File: src/rtl/swa_pkg.sv
// Shared types, widths and constants for the sliding window average unit.
package swa_pkg;

    localparam int SAMPLE_W   = 32;
    localparam int SUM_W      = 38;
    localparam int LEN_W      = 7;
    localparam int MAX_WINDOW = 64;
    localparam int SLOT_W     = 6;
    localparam int SCALE      = 10000;
    localparam int SCALE_W    = 14;
    localparam int PROD_W     = 52;
    localparam int MAG_W      = 51;
    localparam int AVG_W      = 46;
    localparam int REM_W      = 6;
    localparam int STEP_W     = 6;

    typedef struct packed {
        logic signed [SAMPLE_W-1:0] sample;
        logic                       last_sample;
    } swa_in_t;

    typedef struct packed {
        logic signed [AVG_W-1:0] average_scaled;
        logic                    last_average;
    } swa_out_t;

    typedef struct packed {
        logic done;
        logic rem_nonzero;
    } swa_div_stat_t;

    typedef enum logic [2:0] {
        ST_IDLE,
        ST_ACCUM,
        ST_SCALE,
        ST_NORM,
        ST_DIVIDE,
        ST_OUT
    } swa_state_t;

endpackage

File: src/rtl/sliding_window_average_unit.sv
// Top level: ring store, running sum, sequencer and scaled floor average output.
// An item that completes a window is scaled, normalised and passed through the 51-step
// serial divider before its result is offered; s_ready is high only in idle, so no new
// item is taken until the last one is through.
// Reset (aresetn low, synchronous): window length 1, sum, fill count and ring
// position cleared, no result pending; the ring store itself is not cleared.
module sliding_window_average_unit (
    input  logic                        aclk,
    input  logic                        aresetn,
    input  logic                        s_valid,
    output logic                        s_ready,
    input  swa_pkg::swa_in_t            s_data,
    output logic                        m_valid,
    input  logic                        m_ready,
    output swa_pkg::swa_out_t           m_data,
    input  logic                        cfg_valid,
    output logic                        cfg_ready,
    input  logic [swa_pkg::LEN_W-1:0]   cfg_window_len
);

    swa_pkg::swa_state_t state_reg, state_next;

    logic [swa_pkg::LEN_W-1:0]         len_reg, len_next;
    logic [swa_pkg::LEN_W-1:0]         fill_reg, fill_next;
    logic [swa_pkg::SLOT_W-1:0]        slot_reg, slot_next;
    logic signed [swa_pkg::SUM_W-1:0]  sum_reg, sum_next;
    logic signed [swa_pkg::SAMPLE_W-1:0] sample_reg, sample_next;
    logic                              last_reg, last_next;
    logic signed [swa_pkg::PROD_W-1:0] prod_reg, prod_next;
    logic                              neg_reg, neg_next;
    logic signed [swa_pkg::AVG_W-1:0]  avg_reg, avg_next;
    logic                              m_valid_reg, m_valid_next;
    swa_pkg::swa_out_t                 m_data_reg, m_data_next;

    logic [swa_pkg::SLOT_W-1:0]        slot_use;
    logic [swa_pkg::LEN_W-1:0]         slot_inc;
    logic                              full;
    logic [swa_pkg::SAMPLE_W-1:0]      rd_data;
    logic                              ram_we;
    logic                              div_start;
    logic [swa_pkg::PROD_W-1:0]        mag_full;
    logic [swa_pkg::MAG_W-1:0]         quotient;
    swa_pkg::swa_div_stat_t            div_stat;
    logic [swa_pkg::AVG_W-1:0]         q_low;
    logic [swa_pkg::LEN_W-1:0]         cfg_eff;
    logic signed [swa_pkg::SCALE_W:0]  scale_k;

    assign cfg_ready = 1'b1;
    assign s_ready   = (state_reg == swa_pkg::ST_IDLE);
    assign m_valid   = m_valid_reg;
    assign m_data    = m_data_reg;
    assign scale_k   = (swa_pkg::SCALE_W + 1)'(swa_pkg::SCALE);

    always_comb begin
        if (cfg_window_len == '0) begin
            cfg_eff = swa_pkg::LEN_W'(1);
        end else if (cfg_window_len > swa_pkg::LEN_W'(swa_pkg::MAX_WINDOW)) begin
            cfg_eff = swa_pkg::LEN_W'(swa_pkg::MAX_WINDOW);
        end else begin
            cfg_eff = cfg_window_len;
        end
    end

    assign slot_use = ({1'b0, slot_reg} >= len_reg) ? '0 : slot_reg;
    assign slot_inc = {1'b0, slot_reg} + 1'b1;
    assign full     = (fill_reg >= len_reg);
    assign ram_we   = (state_reg == swa_pkg::ST_ACCUM);
    assign mag_full = prod_reg[swa_pkg::PROD_W-1] ? -prod_reg : prod_reg;
    assign q_low    = quotient[swa_pkg::AVG_W-1:0];

    swa_ram #(
        .WIDTH(swa_pkg::SAMPLE_W),
        .DEPTH(swa_pkg::MAX_WINDOW)
    ) u_ring (
        .aclk    (aclk),
        .wr_en   (ram_we),
        .wr_addr (slot_reg),
        .wr_data (sample_reg),
        .rd_en   (s_valid && s_ready),
        .rd_addr (slot_use),
        .rd_data (rd_data)
    );

    swa_div u_div (
        .aclk     (aclk),
        .aresetn  (aresetn),
        .start    (div_start),
        .dividend (mag_full[swa_pkg::MAG_W-1:0]),
        .divisor  (len_reg),
        .quotient (quotient),
        .stat     (div_stat)
    );

    always_comb begin
        state_next   = state_reg;
        len_next     = len_reg;
        fill_next    = fill_reg;
        slot_next    = slot_reg;
        sum_next     = sum_reg;
        sample_next  = sample_reg;
        last_next    = last_reg;
        prod_next    = prod_reg;
        neg_next     = neg_reg;
        avg_next     = avg_reg;
        m_valid_next = m_valid_reg;
        m_data_next  = m_data_reg;
        div_start    = 1'b0;

        if (m_valid_reg && m_ready) begin
            m_valid_next = 1'b0;
        end

        case (state_reg)
            swa_pkg::ST_IDLE: begin
                if (s_valid) begin
                    sample_next = s_data.sample;
                    last_next   = s_data.last_sample;
                    slot_next   = slot_use;
                    state_next  = swa_pkg::ST_ACCUM;
                end
            end
            swa_pkg::ST_ACCUM: begin
                sum_next = sum_reg
                         - (full ? {{(swa_pkg::SUM_W-swa_pkg::SAMPLE_W){rd_data[swa_pkg::SAMPLE_W-1]}},
                                    rd_data}
                                 : '0)
                         + {{(swa_pkg::SUM_W-swa_pkg::SAMPLE_W){sample_reg[swa_pkg::SAMPLE_W-1]}},
                            sample_reg};
                fill_next = full ? len_reg : fill_reg + 1'b1;
                slot_next = (slot_inc >= len_reg) ? '0 : slot_inc[swa_pkg::SLOT_W-1:0];
                if (fill_next == len_reg) begin
                    state_next = swa_pkg::ST_SCALE;
                end else begin
                    state_next = swa_pkg::ST_IDLE;
                    if (last_reg) begin
                        sum_next  = '0;
                        fill_next = '0;
                        slot_next = '0;
                    end
                end
            end
            swa_pkg::ST_SCALE: begin
                prod_next  = sum_reg * scale_k;
                state_next = swa_pkg::ST_NORM;
                if (last_reg) begin
                    sum_next  = '0;
                    fill_next = '0;
                    slot_next = '0;
                end
            end
            swa_pkg::ST_NORM: begin
                neg_next   = prod_reg[swa_pkg::PROD_W-1];
                state_next = swa_pkg::ST_DIVIDE;
            end
            swa_pkg::ST_DIVIDE: begin
                if (div_stat.done) begin
                    avg_next   = neg_reg ? -(q_low + swa_pkg::AVG_W'(div_stat.rem_nonzero))
                                         : q_low;
                    state_next = swa_pkg::ST_OUT;
                end
            end
            swa_pkg::ST_OUT: begin
                if (!m_valid_reg || m_ready) begin
                    m_valid_next               = 1'b1;
                    m_data_next.average_scaled = avg_reg;
                    m_data_next.last_average   = last_reg;
                    state_next                 = swa_pkg::ST_IDLE;
                end
            end
            default: begin
                state_next = swa_pkg::ST_IDLE;
            end
        endcase

        if (state_reg == swa_pkg::ST_NORM) begin
            div_start = 1'b1;
        end

        if (cfg_valid) begin
            len_next  = cfg_eff;
            sum_next  = '0;
            fill_next = '0;
            slot_next = '0;
        end
    end

    always_ff @(posedge aclk) begin
        if (!aresetn) begin
            state_reg   <= swa_pkg::ST_IDLE;
            len_reg     <= swa_pkg::LEN_W'(1);
            fill_reg    <= '0;
            slot_reg    <= '0;
            sum_reg     <= '0;
            m_valid_reg <= 1'b0;
        end else begin
            state_reg   <= state_next;
            len_reg     <= len_next;
            fill_reg    <= fill_next;
            slot_reg    <= slot_next;
            sum_reg     <= sum_next;
            m_valid_reg <= m_valid_next;
        end
        sample_reg <= sample_next;
        last_reg   <= last_next;
        prod_reg   <= prod_next;
        neg_reg    <= neg_next;
        avg_reg    <= avg_next;
        m_data_reg <= m_data_next;
    end

endmodule

File: src/rtl/swa_ram.sv
// Generic single-port-write, registered-read RAM.
module swa_ram #(
    parameter int WIDTH = 32,
    parameter int DEPTH = 64
) (
    input  logic                     aclk,
    input  logic                     wr_en,
    input  logic [$clog2(DEPTH)-1:0] wr_addr,
    input  logic [WIDTH-1:0]         wr_data,
    input  logic                     rd_en,
    input  logic [$clog2(DEPTH)-1:0] rd_addr,
    output logic [WIDTH-1:0]         rd_data
);

    logic [WIDTH-1:0] mem [DEPTH];

    always_ff @(posedge aclk) begin
        if (wr_en) begin
            mem[wr_addr] <= wr_data;
        end
        if (rd_en) begin
            rd_data <= mem[rd_addr];
        end
    end

endmodule

File: src/rtl/swa_div.sv
// Serial restoring divider: one quotient bit per cycle, magnitude by window length.
module swa_div (
    input  logic                             aclk,
    input  logic                             aresetn,
    input  logic                             start,
    input  logic [swa_pkg::MAG_W-1:0]        dividend,
    input  logic [swa_pkg::LEN_W-1:0]        divisor,
    output logic [swa_pkg::MAG_W-1:0]        quotient,
    output swa_pkg::swa_div_stat_t           stat
);

    logic [swa_pkg::MAG_W-1:0]  quo_reg, quo_next;
    logic [swa_pkg::REM_W-1:0]  rem_reg, rem_next;
    logic [swa_pkg::STEP_W-1:0] step_reg, step_next;
    logic                       busy_reg, busy_next;
    logic                       done_reg, done_next;
    logic [swa_pkg::LEN_W-1:0]  trial;
    logic [swa_pkg::LEN_W-1:0]  diff;
    logic                       ge;

    always_comb begin
        trial     = {rem_reg, quo_reg[swa_pkg::MAG_W-1]};
        ge        = (trial >= divisor);
        diff      = trial - divisor;
        quo_next  = quo_reg;
        rem_next  = rem_reg;
        step_next = step_reg;
        busy_next = busy_reg;
        done_next = 1'b0;
        if (start) begin
            quo_next  = dividend;
            rem_next  = '0;
            step_next = '0;
            busy_next = 1'b1;
        end else if (busy_reg) begin
            quo_next  = {quo_reg[swa_pkg::MAG_W-2:0], ge};
            rem_next  = ge ? diff[swa_pkg::REM_W-1:0] : trial[swa_pkg::REM_W-1:0];
            step_next = step_reg + 1'b1;
            if (step_reg == swa_pkg::STEP_W'(swa_pkg::MAG_W - 1)) begin
                busy_next = 1'b0;
                done_next = 1'b1;
            end
        end
    end

    always_ff @(posedge aclk) begin
        if (!aresetn) begin
            busy_reg <= 1'b0;
            done_reg <= 1'b0;
            step_reg <= '0;
        end else begin
            busy_reg <= busy_next;
            done_reg <= done_next;
            step_reg <= step_next;
        end
        quo_reg <= quo_next;
        rem_reg <= rem_next;
    end

    assign quotient         = quo_reg;
    assign stat.done        = done_reg;
    assign stat.rem_nonzero = (rem_reg != '0);

endmodule

File: config.mk
export PLATFORM = sky130hd
export DESIGN_NAME = sliding_window_average_unit
export DESIGN_NICKNAME = d
export VERILOG_FILES = /design/src/rtl/swa_pkg.sv /design/src/rtl/sliding_window_average_unit.sv /design/src/rtl/swa_ram.sv /design/src/rtl/swa_div.sv
export SDC_FILE = /design/constraint.sdc
export NUM_CORES = 2
export LEC_CHECK = 0
export ABC_CLOCK_PERIOD_IN_PS = 14000
export BUFFER_PORTS_ARGS = -buffer_cell sky130_fd_sc_hd__buf_2
export CORE_MARGIN = 1
export CORE_UTILIZATION = 45
export DETAILED_ROUTE_END_ITERATION = 8
export MAX_ROUTING_LAYER = met4
export SLEW_MARGIN = 20
export SYNTH_ARGS = -nofsm -noshare
export SYNTH_HDL_FRONTEND = slang
export SYNTH_SLANG_ARGS = --single-unit
File: constraint.sdc
create_clock -name aclk -period 14 [get_ports aclk]
set_clock_uncertainty 0.15 [all_clocks]
set_input_delay 2.8 -clock aclk [delete_from_list [all_inputs] [get_ports aclk]]
set_output_delay 2.8 -clock aclk [all_outputs]
set_load 0.05 [all_outputs]
==> run_results.csv <==
group,metric,value,unit
worst_setup_path,path_class,"flip-flop to flip-flop",
synthesis,syn_nets,8155,
drt,wirelength,322000,um
synthesis,synth-edff-count,2306,
cts,cts_setup_buffers,0,
synthesis,netlist_area,106000,sq um
synthesis,synth.area.mux_share,0.0407,
synthesis,synth_cell_types,80,
cts,cts_hold_buf,0,
sta,rsz0062_at_grt,"no",
worst_setup_path,crit_end,"u_ring.rd_data[6]",
cts,cts_resized,0,
cts,clkSlewWorstSetupHoldPaths,60,ps
run_status,status,"completed",
worst_setup_path,r2r-end,"u_ring.rd_data[6]",
synthesis,ys.flop_type,"edfxtp_1",
worst_setup_path,startpoint_type,"flip-flop",
synthesis,synthSimpleGateAreaFrac,0.0702,
final_layout,fillers,19766,
sta,relSlewSlack,0.137,
sta,slew_viol_final,0,
worst_setup_path,r2r_cells,15,
sta,max_freq,147,MHz
synthesis,synthXorXnorAreaFrac,0.0144,
sta,fin_setup_tns,0,ps
synthesis,synth_top_family_by_area,"compound AO/OA/AOI/OAI gates",
sta,period_needed,6790,ps
synthesis,yosys_warnings,0,
die,ios,95,
power_and_ir_drop,p_per_area,134,nW/um^2
drt,drtIter0Drc,8647,
worst_setup_path,rr_startpoint,"slot_reg[0]",
drt,postRouteAntennaNets,0,
power_and_ir_drop,leakagePower,40.8,nW
die,initial_core_util,0.453,
die,die_w,486,um
die,core,233000,sq um
die,num_rows,177,
cts,htreeDepth,4,
synthesis,ys_ff_latch,2382,
global_route,grt_pass1_wl,459000,um
worst_setup_path,r2r_slack,7210,ps
place,gp_congestion,0.894,
die,dieArea,237000,sq um
final_layout,drive_gt1_frac,0.109,
cts,clk-insertion-delay-late,930,ps
synthesis,avgSynthCellArea,13.8,sq um
cts,cts_buffer_depth,3,
global_route,grt_max_degree,124,
final_layout,final_cell_mix,"edfxtp_1 (2306), nand2_1 (830), inv_1 (428)",
drt,vias,67855,
sta,post-route-period-util,0.485,
sta,worst_pin_slew,1290,ps
worst_setup_path,worstPathRequired,14520,ps
worst_setup_path,crit_fanout,52,
worst_setup_path,setup.worst_path.end_class,"flip-flop",
power_and_ir_drop,ir_drop,118,uV
global_route,grt_overflow,0,
drt,drc,0,
sta,hold_viol,0,
flow_run,max-cap-violations,0,
place,dp_hpwl,192000,um
min_path,worstHoldPathType,"flip-flop to flip-flop",
worst_setup_path,arrival,7320,ps
cts,cts_sinks,2382,
sta,whs,242,ps
die,die_h,486,um
cts,cts_tree,"built",
drt,wl_per_cell,28.9,um
sta,setup_viol,0,
synthesis,yosys.area_share.adder,0.0651,
drt,drtPass1Iterations,6,
synthesis,synthesis.instances,7650,
global_route,antenna_found_initial,33,
global_route,grtUsageTotal,0.277,
final_layout,layout_commonest_cell,"edfxtp_1",
final_layout,layout.nets,8282,
drt,vias_per_cell,6.09,
place,numPortBuffers,93,
global_route,grt_pass1_vias,65070,
synthesis,yosysSeqAreaShare,0.670,
final_layout,area_growth,12.4,%
cts,numCtsBuffers,239,
final_layout,largest_reg_flops,2048,
cts,root_buffer,"clkbuf_16",
synthesis,synth-async-reset-ratio,0,
synthesis,synth-compound-area-share,0.109,
worst_setup_path,crit_start,"slot_reg[0]",
[routing by layer]
| metal | share of wire | routed length [um] | track usage | vias up |
|---|---|---|---|---|
| met5 | 0 | 0 | - | - |
| met4 | 0.037 | 11900 | 0.0962 | 0 |
| met3 | 0.10 | 32600 | 0.0536 | 622 |
| met2 | 0.47 | 150000 | 0.434 | 3695 |
| met1 | 0.40 | 127000 | 0.360 | 34166 |
| li1 | - | - | - | 29372 |
[how the worst min path moves through the flow]
stage | start | to | slack (ps) | depth (start not counted)
floorplan | avg_reg[9] | m_data[10] | 250 | 0
global placement | avg_reg[28] | m_data[29] | 250 | 0
detailed placement | avg_reg[15] | m_data[16] | 250 | 0
CTS | avg_reg[23] | m_data[24] | 240 | 0
global route | avg_reg[23] | m_data[24] | 250 | 0
finish | avg_reg[23] | m_data[24] | 240 | 0
[stage by stage]
stage                      util  setup slack (ps)  std cells  power (mW)  instance area, sq um
after floorplan               -              7680       7650        9.12                106000
after global placement    0.475              7290      10662        9.60                111000
after detailed placement  0.476              7430      10668        9.62                111000
after CTS                 0.509              7420      11121        15.9                119000
after global routing      0.509              7100      11136        16.4                119000
final                     0.509              7210      11143        15.9                119000
[cells in the mapped netlist, types with 14 or more instances]
master,number,area (sq um)
mux2i_1,304,3040
and2_1,49,307
nand3_1,214,1070
o21a_1,28,210
nor3_1,37,185
mux4_2,19,428
or3_1,16,100
edfxtp_1,2306,69200
and3_1,31,194
o22ai_1,107,669
a21o_1,65,488
nor4_1,14,87.6
a22oi_1,44,330
o21ai_0,347,1740
fa_1,149,2980
o211ai_1,97,728
xnor2_1,77,674
nand2_1,835,3130
a21oi_1,295,1480
nand4_1,29,181
ha_1,311,3890
inv_1,428,1610
buf_1,73,274
o221ai_1,171,1500
a221oi_1,25,219
a211oi_1,121,908
a211o_1,15,131
mux2_2,73,822
xor2_1,96,841
o31ai_1,26,195
a311oi_1,43,377
dfxtp_1,76,1520
nand2b_1,35,219
o32ai_1,42,368
nor2b_1,85,532
a31oi_1,156,976
clkbuf_1,337,1260
nor2_1,287,1080
o2111ai_1,16,140
[cell families (layout without fill, tap and decap cells)]
family                     count (synthesis)  in the layout
adders and majority gates                460            460
buffers and inverters                    844           1183
DFF                                     2382           2382
muxes                                    396            396
other                                      1             23
and+or+nand+nor                         1674           1674
xor gates and xnor gates                 173            173
AOI/OAI and AO/OA                       1720           1720
[power breakdown]
part / leakage [nW] / internal, mW / switching, mW
combinational: 15.6 / 0.491 / 0.955
sequential: 21.4 / 7.95 / 0.0878
clock: 3.81 / 3.56 / 2.83
[cell type report]
class | count | area, sq um | share of cell area
Antenna cell | 22 | 55.1 | 0.000464
Clock buffer | 283 | 6160 | 0.0519
Clock inverter | 170 | 1670 | 0.0141
Inverter | 431 | 1630 | 0.0137
Multi-Input combinational cell | 4424 | 32400 | 0.273
Sequential cell | 2382 | 70800 | 0.596
Tap cell | 3132 | 3920 | 0.0330
Timing Repair Buffer | 299 | 2100 | 0.0177
[worst max-delay path, cell delays in order (launching register included)]
cell and delay [ps]:
dfxtp_4 800, inv_8 270, ha_1 390, nand2b_1 150
a21o_1 210, a211o_1 510, a21oi_4 200, buf_4 570
buf_4 760, buf_4 730, o22ai_1 180, o221ai_1 200
a31oi_1 60, a31oi_1 960, a211oi_1 80, a31oi_1 260
Power figures use the tool's default switching activity.
